[config.mk]
export PLATFORM = sky130hd
export DESIGN_NAME = terminal_input_event_decoder_flat
export DESIGN_NICKNAME = d
export VERILOG_FILES = /design/src/sv/tied_pkg.sv /design/src/sv/tied_ifs.sv /design/src/sv/tied_field.sv /design/src/sv/tied_core.sv /design/src/sv/terminal_input_event_decoder.sv /design/src/flat_wrapper.sv
export VERILOG_INCLUDE_DIRS = /design/src /design/src/sv
export SDC_FILE = /design/constraint.sdc
export NUM_CORES = 1
export LEC_CHECK = 0
export BUFFER_PORTS_ARGS = -buffer_cell sky130_fd_sc_hd__buf_2
export CAP_MARGIN = 0
export CORE_MARGIN = 2
export CORE_UTILIZATION = 45
export DETAILED_ROUTE_END_ITERATION = 7
export PLACE_DENSITY_LB_ADDON = 0.2
export SLEW_MARGIN = 20
export SYNTH_ARGS = -nofsm -noshare
export SYNTH_HDL_FRONTEND = slang
export SYNTH_SLANG_ARGS = --single-unit
[constraint.sdc]
create_clock -name i_clk -period 10.03 [get_ports i_clk]
set_clock_uncertainty 0.05 [all_clocks]
set_input_delay 1.003 -clock i_clk [delete_from_list [all_inputs] [get_ports i_clk]]
set_output_delay 1.003 -clock i_clk [all_outputs]
set_load 0.005 [all_outputs]
[src/sv/terminal_input_event_decoder_defines.svh]
// ----------------------------------------------------------------------------
// terminal input event decoder assertion macros
// shared concurrent assertion forms for the decoder rtl
// ----------------------------------------------------------------------------
`ifndef TERMINAL_INPUT_EVENT_DECODER_DEFINES_SVH
`define TERMINAL_INPUT_EVENT_DECODER_DEFINES_SVH

// same-cycle implication, disabled while in reset
`define TIED_ASSERT_NOW(label, clk, rst_n, ante, cons) \
    label: assert property (@(posedge clk) disable iff (!(rst_n)) (ante) |-> (cons)) \
        else $error("tied assertion failed: same-cycle check");

// next-cycle implication, disabled while in reset
`define TIED_ASSERT_NEXT(label, clk, rst_n, ante, cons) \
    label: assert property (@(posedge clk) disable iff (!(rst_n)) (ante) |=> (cons)) \
        else $error("tied assertion failed: next-cycle check");

`endif

[src/sv/tied_pkg.sv]
// ----------------------------------------------------------------------------
// tied_pkg
// types and constants of the terminal input event decoder
// ----------------------------------------------------------------------------
`default_nettype none

package tied_pkg;

    // characters the parser looks for
    localparam logic [7:0] CH_TAB       = 8'h09;
    localparam logic [7:0] CH_LF        = 8'h0A;
    localparam logic [7:0] CH_CR        = 8'h0D;
    localparam logic [7:0] CH_ESC       = 8'h1B;
    localparam logic [7:0] CH_SPACE     = 8'h20;
    localparam logic [7:0] CH_PLUS      = 8'h2B;
    localparam logic [7:0] CH_MINUS     = 8'h2D;
    localparam logic [7:0] CH_ZERO      = 8'h30;
    localparam logic [7:0] CH_NINE      = 8'h39;
    localparam logic [7:0] CH_SEMI      = 8'h3B;
    localparam logic [7:0] CH_LT        = 8'h3C;
    localparam logic [7:0] CH_UP        = 8'h41;
    localparam logic [7:0] CH_DOWN      = 8'h42;
    localparam logic [7:0] CH_PRESS     = 8'h4D;
    localparam logic [7:0] CH_LBRACKET  = 8'h5B;
    localparam logic [7:0] CH_RELEASE   = 8'h6D;

    // event codes
    localparam logic [1:0] EV_NONE  = 2'd0;
    localparam logic [1:0] EV_KEY   = 2'd1;
    localparam logic [1:0] EV_CLICK = 2'd2;

    // key codes
    localparam logic [1:0] KEY_CHAR  = 2'd0;
    localparam logic [1:0] KEY_ENTER = 2'd1;
    localparam logic [1:0] KEY_UP    = 2'd2;
    localparam logic [1:0] KEY_DOWN  = 2'd3;

    // mouse report field numbers
    localparam logic [1:0] FIELD_BUTTON = 2'd0;
    localparam logic [1:0] FIELD_COLUMN = 2'd1;
    localparam logic [1:0] FIELD_ROW    = 2'd2;

    localparam int unsigned OUT_COORD_W = 16;

    typedef enum logic [3:0] {
        MODE_IDLE  = 4'b0001,
        MODE_ESC   = 4'b0010,
        MODE_CSI   = 4'b0100,
        MODE_MOUSE = 4'b1000
    } t_mode;

    typedef enum logic [3:0] {
        PH_SPACE  = 4'b0001,
        PH_SIGN   = 4'b0010,
        PH_DIGITS = 4'b0100,
        PH_STOP   = 4'b1000
    } t_phase;

    typedef struct packed {
        logic [1:0]                     event_kind;
        logic [1:0]                     key_kind;
        logic [7:0]                     key_char;
        logic signed [OUT_COORD_W-1:0]  click_column;
        logic signed [OUT_COORD_W-1:0]  click_row;
    } t_result;

    typedef struct packed {
        logic    emit;
        t_result result;
    } t_step;

endpackage

`default_nettype wire

[src/sv/tied_ifs.sv]
// ----------------------------------------------------------------------------
// tied channel interfaces
// valid/ready channels for input bytes and decoded events
// ----------------------------------------------------------------------------
`default_nettype none

interface tied_in_if;
    logic       valid;
    logic       ready;
    logic [7:0] data_byte;
    logic       input_closed;

    modport source (output valid, output data_byte, output input_closed, input ready);
    modport sink   (input valid, input data_byte, input input_closed, output ready);
endinterface

interface tied_out_if;
    logic                                    valid;
    logic                                    ready;
    logic [1:0]                              event_kind;
    logic [1:0]                              key_kind;
    logic [7:0]                              key_char;
    logic signed [tied_pkg::OUT_COORD_W-1:0] click_column;
    logic signed [tied_pkg::OUT_COORD_W-1:0] click_row;

    modport source (output valid, output event_kind, output key_kind, output key_char,
                    output click_column, output click_row, input ready);
    modport sink   (input valid, input event_kind, input key_kind, input key_char,
                    input click_column, input click_row, output ready);
endinterface

`default_nettype wire

[src/sv/tied_field.sv]
// ----------------------------------------------------------------------------
// tied_field
// one character step of the mouse report number parser
// ----------------------------------------------------------------------------
`default_nettype none

module tied_field #(
    parameter int unsigned COORD_BITS = 16
) (
    input  wire logic [7:0]                        i_byte,
    input  wire tied_pkg::t_phase                  i_phase,
    input  wire logic                              i_negative,
    input  wire logic [COORD_BITS-1:0]             i_accum,
    output tied_pkg::t_phase                       o_phase,
    output logic                                   o_negative,
    output logic [COORD_BITS-1:0]                  o_accum,
    output logic                                   o_feed_bad,
    output logic                                   o_value_bad,
    output logic [COORD_BITS-1:0]                  o_value,
    output logic [tied_pkg::OUT_COORD_W-1:0]       o_coord
);
    import tied_pkg::*;

    localparam int unsigned SUM_W = COORD_BITS + 4;
    localparam logic [SUM_W-1:0] LIM_NEG = SUM_W'(1) << (COORD_BITS - 1);
    localparam logic [SUM_W-1:0] LIM_POS = LIM_NEG - SUM_W'(1);

    logic                                   w_digit;
    logic                                   w_space;
    logic [SUM_W-1:0]                       w_wide;
    logic [SUM_W-1:0]                       w_next;
    logic [SUM_W-1:0]                       w_lim;
    logic [COORD_BITS+OUT_COORD_W-1:0]      w_ext;

    assign w_wide = {4'b0000, i_accum};
    // accum * 10 + digit as two shifts and two adds
    assign w_next = (w_wide << 3) + (w_wide << 1) + SUM_W'(i_byte[3:0]);
    assign w_lim  = i_negative ? LIM_NEG : LIM_POS;

    always_comb begin
        w_digit     = (i_byte >= CH_ZERO) && (i_byte <= CH_NINE);
        w_space     = i_byte inside {CH_SPACE, [CH_TAB:CH_CR]};
        o_phase     = i_phase;
        o_negative  = i_negative;
        o_accum     = i_accum;
        o_feed_bad  = 1'b0;
        if ((i_phase == PH_SPACE) && w_space) begin
            // skip leading whitespace
        end else if ((i_phase == PH_SPACE) && ((i_byte == CH_PLUS) || (i_byte == CH_MINUS))) begin
            o_negative = (i_byte == CH_MINUS);
            o_phase    = PH_SIGN;
        end else if ((i_phase != PH_STOP) && w_digit) begin
            o_phase = PH_DIGITS;
            if (w_next > w_lim) begin
                o_feed_bad = 1'b1;
            end else begin
                o_accum = w_next[COORD_BITS-1:0];
            end
        end else begin
            o_feed_bad = (i_phase == PH_SPACE) || (i_phase == PH_SIGN);
            o_phase    = PH_STOP;
        end
    end

    // value of the field as it stands, and whether it had a digit
    assign o_value_bad = (i_phase == PH_SPACE) || (i_phase == PH_SIGN);
    assign o_value     = i_negative ? (COORD_BITS'(0) - i_accum) : i_accum;
    assign w_ext       = {{OUT_COORD_W{1'b0}}, o_value};
    assign o_coord     = w_ext[OUT_COORD_W-1:0];

endmodule

`default_nettype wire

[src/sv/tied_core.sv]
// ----------------------------------------------------------------------------
// tied_core
// parser state and per-byte decode of keys and mouse reports
// ----------------------------------------------------------------------------
`default_nettype none
`include "terminal_input_event_decoder_defines.svh"

module tied_core #(
    parameter int unsigned COORD_BITS = 16
) (
    input  wire logic           i_clk,
    input  wire logic           i_rst_n,
    input  wire logic           i_fire,
    input  wire logic [7:0]     i_byte,
    input  wire logic           i_closed,
    output tied_pkg::t_step     o_step
);
    import tied_pkg::*;

    t_mode                      r_mode,        n_mode;
    logic [1:0]                 r_field_index, n_field_index;
    t_phase                     r_phase,       n_phase;
    logic                       r_negative,    n_negative;
    logic [COORD_BITS-1:0]      r_accum,       n_accum;
    logic                       r_invalid,     n_invalid;
    logic                       r_button_nz,   n_button_nz;
    logic [OUT_COORD_W-1:0]     r_saved_col,   n_saved_col;

    t_phase                     w_feed_phase;
    logic                       w_feed_negative;
    logic [COORD_BITS-1:0]      w_feed_accum;
    logic                       w_feed_bad;
    logic                       w_value_bad;
    logic [COORD_BITS-1:0]      w_value;
    logic [OUT_COORD_W-1:0]     w_coord;

    tied_field #(
        .COORD_BITS (COORD_BITS)
    ) u_field (
        .i_byte      (i_byte),
        .i_phase     (r_phase),
        .i_negative  (r_negative),
        .i_accum     (r_accum),
        .o_phase     (w_feed_phase),
        .o_negative  (w_feed_negative),
        .o_accum     (w_feed_accum),
        .o_feed_bad  (w_feed_bad),
        .o_value_bad (w_value_bad),
        .o_value     (w_value),
        .o_coord     (w_coord)
    );

    always_comb begin
        n_mode        = r_mode;
        n_field_index = r_field_index;
        n_phase       = r_phase;
        n_negative    = r_negative;
        n_accum       = r_accum;
        n_invalid     = r_invalid;
        n_button_nz   = r_button_nz;
        n_saved_col   = r_saved_col;
        o_step        = '0;
        if (i_closed) begin
            n_mode      = MODE_IDLE;
            o_step.emit = 1'b1;
        end else begin
            case (r_mode)
                MODE_IDLE: begin
                    if ((i_byte == CH_CR) || (i_byte == CH_LF)) begin
                        o_step.emit              = 1'b1;
                        o_step.result.event_kind = EV_KEY;
                        o_step.result.key_kind   = KEY_ENTER;
                    end else if (i_byte == CH_ESC) begin
                        n_mode = MODE_ESC;
                    end else begin
                        o_step.emit              = 1'b1;
                        o_step.result.event_kind = EV_KEY;
                        o_step.result.key_kind   = KEY_CHAR;
                        o_step.result.key_char   = i_byte;
                    end
                end
                MODE_ESC: begin
                    if (i_byte == CH_LBRACKET) begin
                        n_mode = MODE_CSI;
                    end else begin
                        n_mode      = MODE_IDLE;
                        o_step.emit = 1'b1;
                    end
                end
                MODE_CSI: begin
                    n_mode = MODE_IDLE;
                    if (i_byte == CH_LT) begin
                        n_mode        = MODE_MOUSE;
                        n_field_index = FIELD_BUTTON;
                        n_phase       = PH_SPACE;
                        n_negative    = 1'b0;
                        n_accum       = '0;
                        n_invalid     = 1'b0;
                        n_button_nz   = 1'b0;
                        n_saved_col   = '0;
                    end else begin
                        o_step.emit = 1'b1;
                        if (i_byte == CH_UP) begin
                            o_step.result.event_kind = EV_KEY;
                            o_step.result.key_kind   = KEY_UP;
                        end else if (i_byte == CH_DOWN) begin
                            o_step.result.event_kind = EV_KEY;
                            o_step.result.key_kind   = KEY_DOWN;
                        end
                    end
                end
                MODE_MOUSE: begin
                    if (i_byte == CH_RELEASE) begin
                        n_mode      = MODE_IDLE;
                        o_step.emit = 1'b1;
                    end else if (i_byte == CH_PRESS) begin
                        n_mode      = MODE_IDLE;
                        o_step.emit = 1'b1;
                        // click only with all three fields, no error and button zero
                        if ((r_field_index == FIELD_ROW) && !r_invalid && !w_value_bad
                                && !r_button_nz) begin
                            o_step.result.event_kind   = EV_CLICK;
                            o_step.result.click_column = signed'(r_saved_col);
                            o_step.result.click_row    = signed'(w_coord);
                        end
                    end else if ((i_byte == CH_SEMI) && (r_field_index < FIELD_ROW)) begin
                        n_invalid = r_invalid | w_value_bad;
                        if (r_field_index == FIELD_BUTTON) begin
                            n_button_nz = (w_value != '0);
                        end else begin
                            n_saved_col = w_coord;
                        end
                        n_field_index = r_field_index + 2'd1;
                        n_phase       = PH_SPACE;
                        n_negative    = 1'b0;
                        n_accum       = '0;
                    end else begin
                        n_phase    = w_feed_phase;
                        n_negative = w_feed_negative;
                        n_accum    = w_feed_accum;
                        n_invalid  = r_invalid | w_feed_bad;
                    end
                end
                default: begin
                    n_mode = MODE_IDLE;
                end
            endcase
        end
    end

    always_ff @(posedge i_clk) begin
        if (!i_rst_n) begin
            r_mode        <= MODE_IDLE;
            r_field_index <= FIELD_BUTTON;
            r_phase       <= PH_SPACE;
            r_negative    <= 1'b0;
            r_accum       <= '0;
            r_invalid     <= 1'b0;
            r_button_nz   <= 1'b0;
            r_saved_col   <= '0;
        end else if (i_fire) begin
            r_mode        <= n_mode;
            r_field_index <= n_field_index;
            r_phase       <= n_phase;
            r_negative    <= n_negative;
            r_accum       <= n_accum;
            r_invalid     <= n_invalid;
            r_button_nz   <= n_button_nz;
            r_saved_col   <= n_saved_col;
        end
    end

    `TIED_ASSERT_NEXT(a_closed_to_idle, i_clk, i_rst_n, i_fire && i_closed, r_mode == MODE_IDLE)
    `TIED_ASSERT_NOW(a_index_range, i_clk, i_rst_n, 1'b1, r_field_index <= FIELD_ROW)
    `TIED_ASSERT_NOW(a_click_source, i_clk, i_rst_n, i_fire && o_step.emit && (o_step.result.event_kind == EV_CLICK), (r_mode == MODE_MOUSE) && (r_field_index == FIELD_ROW))

endmodule

`default_nettype wire

[src/sv/terminal_input_event_decoder.sv]
// ----------------------------------------------------------------------------
// terminal_input_event_decoder
// decodes terminal input bytes into key and left mouse click events
// ----------------------------------------------------------------------------
// Takes one terminal byte per beat and returns at most one event per byte:
// CR or LF is an enter key, ESC [ A and ESC [ B are up and down arrows, any
// other plain byte is a character key, and any other escape sequence is a
// none event. ESC [ < opens an SGR mouse report "b;x;y" closed by 'M' or 'm';
// only an 'M' report with button zero and three well-formed numbers that fit
// in COORD_BITS signed bits gives a click with its column and row (reported
// in 16 bits). A closed-input beat aborts any pending sequence and yields a
// none event. Bytes that only advance a sequence (ESC, ESC [, ESC [ <, and
// every byte inside a report before its terminator) produce no event.
// Rate: one byte accepted every cycle; a byte passes the input register and
// then the parser into the result register. Only a stalled result holding
// back a byte that produces another result stops intake.
// ----------------------------------------------------------------------------
`default_nettype none
`include "terminal_input_event_decoder_defines.svh"

module terminal_input_event_decoder #(
    parameter int unsigned COORD_BITS = 16
) (
    input  wire logic       i_clk,
    input  wire logic       i_rst_n,
    tied_in_if.sink         i_in,
    tied_out_if.source      o_out
);
    import tied_pkg::*;

    // input register
    logic       r_in_valid;
    logic [7:0] r_in_byte;
    logic       r_in_closed;

    // result register
    logic       r_out_valid;
    t_result    r_out;

    t_step      w_step;
    logic       w_advance;

    // the held byte moves on unless it makes a result and the result slot is
    // still occupied by one the sink has not taken
    assign w_advance  = r_in_valid && (!w_step.emit || !r_out_valid || o_out.ready);
    assign i_in.ready = !r_in_valid || w_advance;

    always_ff @(posedge i_clk) begin
        if (!i_rst_n) begin
            r_in_valid <= 1'b0;
        end else if (i_in.valid && i_in.ready) begin
            r_in_valid <= 1'b1;
        end else if (w_advance) begin
            r_in_valid <= 1'b0;
        end
    end

    always_ff @(posedge i_clk) begin
        if (i_in.valid && i_in.ready) begin
            r_in_byte   <= i_in.data_byte;
            r_in_closed <= i_in.input_closed;
        end
    end

    // parser: state update and event decode for the held byte
    tied_core #(
        .COORD_BITS (COORD_BITS)
    ) u_core (
        .i_clk    (i_clk),
        .i_rst_n  (i_rst_n),
        .i_fire   (w_advance),
        .i_byte   (r_in_byte),
        .i_closed (r_in_closed),
        .o_step   (w_step)
    );

    // result register, loaded when a byte produces an event
    always_ff @(posedge i_clk) begin
        if (!i_rst_n) begin
            r_out_valid <= 1'b0;
        end else if (w_advance && w_step.emit) begin
            r_out_valid <= 1'b1;
        end else if (o_out.ready) begin
            r_out_valid <= 1'b0;
        end
    end

    always_ff @(posedge i_clk) begin
        if (w_advance && w_step.emit) begin
            r_out <= w_step.result;
        end
    end

    assign o_out.valid        = r_out_valid;
    assign o_out.event_kind   = r_out.event_kind;
    assign o_out.key_kind     = r_out.key_kind;
    assign o_out.key_char     = r_out.key_char;
    assign o_out.click_column = r_out.click_column;
    assign o_out.click_row    = r_out.click_row;

    // key fields only carry data on key events
    `TIED_ASSERT_NOW(a_key_fields_clear, i_clk, i_rst_n, o_out.valid && (o_out.event_kind != EV_KEY), (o_out.key_kind == KEY_CHAR) && (o_out.key_char == 8'h00))
    // coordinates only carry data on click events
    `TIED_ASSERT_NOW(a_click_fields_clear, i_clk, i_rst_n, o_out.valid && (o_out.event_kind != EV_CLICK), (o_out.click_column == '0) && (o_out.click_row == '0))
    // a new result never lands on one still waiting for the sink
    `TIED_ASSERT_NOW(a_no_overwrite, i_clk, i_rst_n, w_advance && w_step.emit, !r_out_valid || o_out.ready)

endmodule

`default_nettype wire

[src/flat_wrapper.sv]
// flat-port wrapper written by rule: the top's interface ports become plain ports
module terminal_input_event_decoder_flat import tied_pkg::*;
#(
    parameter int unsigned COORD_BITS = 16
)
  (i_clk, i_rst_n, i_in_valid, i_in_data_byte, i_in_input_closed, i_in_ready, o_out_valid, o_out_event_kind, o_out_key_kind, o_out_key_char, o_out_click_column, o_out_click_row, o_out_ready);
  tied_in_if i_in_i ();
  tied_out_if o_out_i ();
  input  wire logic i_clk;
  input  wire logic i_rst_n;
  input wire logic [$bits(i_in_i.valid)-1:0] i_in_valid;
  input wire logic [$bits(i_in_i.data_byte)-1:0] i_in_data_byte;
  input wire logic [$bits(i_in_i.input_closed)-1:0] i_in_input_closed;
  output wire logic [$bits(i_in_i.ready)-1:0] i_in_ready;
  output wire logic [$bits(o_out_i.valid)-1:0] o_out_valid;
  output wire logic [$bits(o_out_i.event_kind)-1:0] o_out_event_kind;
  output wire logic [$bits(o_out_i.key_kind)-1:0] o_out_key_kind;
  output wire logic [$bits(o_out_i.key_char)-1:0] o_out_key_char;
  output wire logic [$bits(o_out_i.click_column)-1:0] o_out_click_column;
  output wire logic [$bits(o_out_i.click_row)-1:0] o_out_click_row;
  input wire logic [$bits(o_out_i.ready)-1:0] o_out_ready;
  assign i_in_i.valid = i_in_valid;
  assign i_in_i.data_byte = i_in_data_byte;
  assign i_in_i.input_closed = i_in_input_closed;
  assign i_in_ready = i_in_i.ready;
  assign o_out_valid = o_out_i.valid;
  assign o_out_event_kind = o_out_i.event_kind;
  assign o_out_key_kind = o_out_i.key_kind;
  assign o_out_key_char = o_out_i.key_char;
  assign o_out_click_column = o_out_i.click_column;
  assign o_out_click_row = o_out_i.click_row;
  assign o_out_i.ready = o_out_ready;
  terminal_input_event_decoder #(.COORD_BITS(COORD_BITS)) u_core (.i_clk(i_clk), .i_rst_n(i_rst_n), .i_in(i_in_i), .o_out(o_out_i));
endmodule
==> impl_results.md <==
- Width of the chip: 120 microns
- Final Total Pwr: 0.818 mW
- Pint: 0.648 mW
- Syn-to-layout area delta: 11.6%
- # fillers: 1236
- Hold crit path type: register to register
- Top area cells in the synthesized netlist: edfxtp_1 (26%), dfxtp_1 (16%), ha_1 (10%)
- Normalized max-slew margin: 0.243
- Top cell type by total area after synthesis: edfxtp_1
- Antenna fix cells: 0
- Avg WL per Cell: 15.9 microns
- Critical Path Start: u_core.u_core.r_accum[0]
- FFs w/ async S/R, synth: 0
- Routability cong.: 0.885
- End of the critical path: u_core.u_core.r_accum[6]
- Multi-input logic area: 3320 sq um
- Synth top area share: 0.263
- Worst-margin pin slew: 1120 ps
- Post-Synthesis Cell Area: 6050 sq um
- Unique masters post-synth: 63
- Synth cell count leaders: nand2_1 (56), edfxtp_1 (53), ha_1 (50)
- P per Cell Area: 121 nW/um^2
- HPWL after detailed placement: 10.2 mm
- Synthesized Nets: 693
- Clock-pin slew on the worst setup and hold paths: 60 ps
- First-pass GRT wire length: 22.4 mm
- Setup Viol. Count Final: 0
- Post-CTS sizing: 0
- Setup TNS: 0 ps
- Register area share after synthesis: 0.419
- Flop pwr share: 0.548
- Post-CTS setup buffers: 0
- Remaining DRCs: 0
- Unrepaired setup endpoints after global routing: false
- CTS max path bufs: 2
- Core area: 13200 sq um
- DRT Pass-1 Iters: 5
- Share of cells above drive strength 1: 0.120
- R2R depth: 15
- Starting Density: 0.459
- Leakage power: 2.82 nW
- Vias in the first global route: 4520
- Register Area: 2530 sq um
- P_sw: 0.169 mW
- Fin nets: 735
- Final period util: 0.519
- FF+latch count, synth: 100
- IO Count: 59
- Clock Latency Late Sink: 340 ps
- Main synth FF type: edfxtp_1
- WS Path Type: register to register
- Worst setup SP type: register
- Total congestion overflow: 0
- Status: completed
- FF-to-FF End: u_core.u_core.r_accum[6]
- Root buffer cell: clkbuf_16
- Global Route Usage Sum: 0.194
- Clock Sink Count: 100
- Reg2reg setup slack: 4820 ps
- Final hold violation count: 0
- PortBufs: 58
- Via density: 5.64
- Fmax: 192 MHz
- Largest net degree at the start of global routing: 64
- YS warnings: 0
- Critical Path RT: 10170 ps
- Part of the power in the clock network: 0.410
- CP Capture Type: register
- DIE AREA: 14400 sq um
- Hold Buf Count CTS: 0
- Final Critical Period: 5210 ps
- Most common cell in the netlist: nand2_1
- CTS tree: built
- Maxcap violations: 0
- Initial DRC Count: 375
- Switching share of power: 0.207
- DRT Wirelength: 13.6 mm
- HP Start: u_core.u_core.r_invalid
- CP arrival: 5340 ps
- Logic gate share of total power: 0.043
- Crit path max fanout: 16
- Die H: 120 microns
- Worst VDD drop: 0.0801 mV
- EDFF count, synth: 53
- Syn Inst Count: 628
- Worst reg2reg path startpoint: u_core.u_core.r_accum[0]
- CTS buffer count: 9
- Core Rows: 42
- Post-route ant nets: 0
- H-tree depth: 3
- Slew Limit Fails: 0
- DR vias: 4798
- Antenna violations before repair: 0
- Avg Cell Area, Syn: 9.63 sq um
==> power by group through the flow <==
stage	logic (mW)	registers, mW	clock network [mW]
2_1_floorplan	0.0226	0.454	0
4_1_cts	0.0340	0.448	0.343
6_report	0.0350	0.448	0.335
5_1_grt	0.0390	0.449	0.358
3_3_place_gp	0.0339	0.456	0
3_5_place_dp	0.0337	0.457	0
==> worst max-delay path, cell delays in order, from the launching register on <==
cell	delay, ps
dfxtp_1	490
inv_1	160
fa_1	570
inv_1	80
fa_1	470
a211oi_1	350
o21ai_0	220
a31o_2	320
xor2_1	160
ha_1	310
nand4_1	110
or3_1	400
o22ai_1	120
nor2_1	70
or4_1	930
mux2i_1	230
==> layout by cell type (no fill, tap or decap), types with 6 or more instances in the layout <==
cell / n
xor2_1: 14
o31ai_1: 6
mux2i_1: 18
clkbuf_16: 9
nor3_1: 17
edfxtp_1: 53
nand4_1: 8
nor4_1: 9
nand3_1: 25
nor2b_1: 21
and2_1: 40
a21oi_1: 32
dfxtp_1: 47
ha_1: 50
nor2_1: 28
inv_1: 21
xnor2_1: 14
a31oi_1: 6
buf_2: 58
a22oi_1: 7
or3_1: 7
o21ai_0: 26
nand2_1: 56
a21o_1: 7
==> flip-flops by register name, indices dropped and copies added, names as in the netlist, 4 cells and up <==
name,flops
u_core.u_core.r_accum,16
u_core.o_out.key_char,8
u_core.o_out.click_row,16
u_core.u_core.r_saved_col,16
u_core.o_out.click_column,16
u_core.r_in_byte,8
u_core.u_core.r_mode,4
u_core.u_core.r_phase,4
==> worst min path at each step <==
| stage | endpoint | slack, ps | cells past startpoint |
|---|---|---|---|
| global placement | u_core.u_core.r_invalid | 420 | 2 |
| detailed placement | u_core.u_core.r_invalid | 420 | 2 |
| CTS | u_core.u_core.r_invalid | 430 | 2 |
| floorplan | u_core.u_core.r_invalid | 380 | 2 |
| global route | u_core.u_core.r_invalid | 460 | 2 |
| finish | u_core.u_core.r_invalid | 430 | 2 |
==> logic make-up after synthesis <==
logic type               count (synthesis)  synth area share
AO/OA/AOI/OAI                          128             0.138
AND/OR/NAND/NOR                        252             0.228
XOR/XNOR                                28            0.0405
multiplexers                            18            0.0298
adder cells (fa/ha/maj)                 52             0.110
buffers and inverters                   50            0.0343
flip-flops                             100             0.419
==> routing by layer <==
metal / global-route usage / vias up / share of wire
met5: 0 / - / 0
met4: 0.0596 / 0 / 0.015
met3: 0.0295 / 12 / 0.042
met2: 0.300 / 112 / 0.45
met1: 0.279 / 2275 / 0.49
li1: - / 2399 / -
==> stage by stage <==
step	hold WS (ps)	worst slack, ps	util	instance area (sq um)	instances
after floorplan	376	5460	-	6050	628
after global placement	416	5000	0.489	6440	834
after detailed placement	419	4860	0.489	6440	834
after CTS	427	4810	0.510	6730	850
after global routing	461	4400	0.512	6750	851
final	427	4820	0.512	6750	851
==> layout make-up <==
type / count / share of cell area
clock inverters: 4 / 0.00741
flip-flops and latches: 100 / 0.375
multi-input cells: 478 / 0.491
inverters: 21 / 0.0117
well taps: 176 / 0.0326
clock buffers: 12 / 0.0350
repair buffers: 60 / 0.0471
Note: power is estimated with default switching activity, not from simulation.
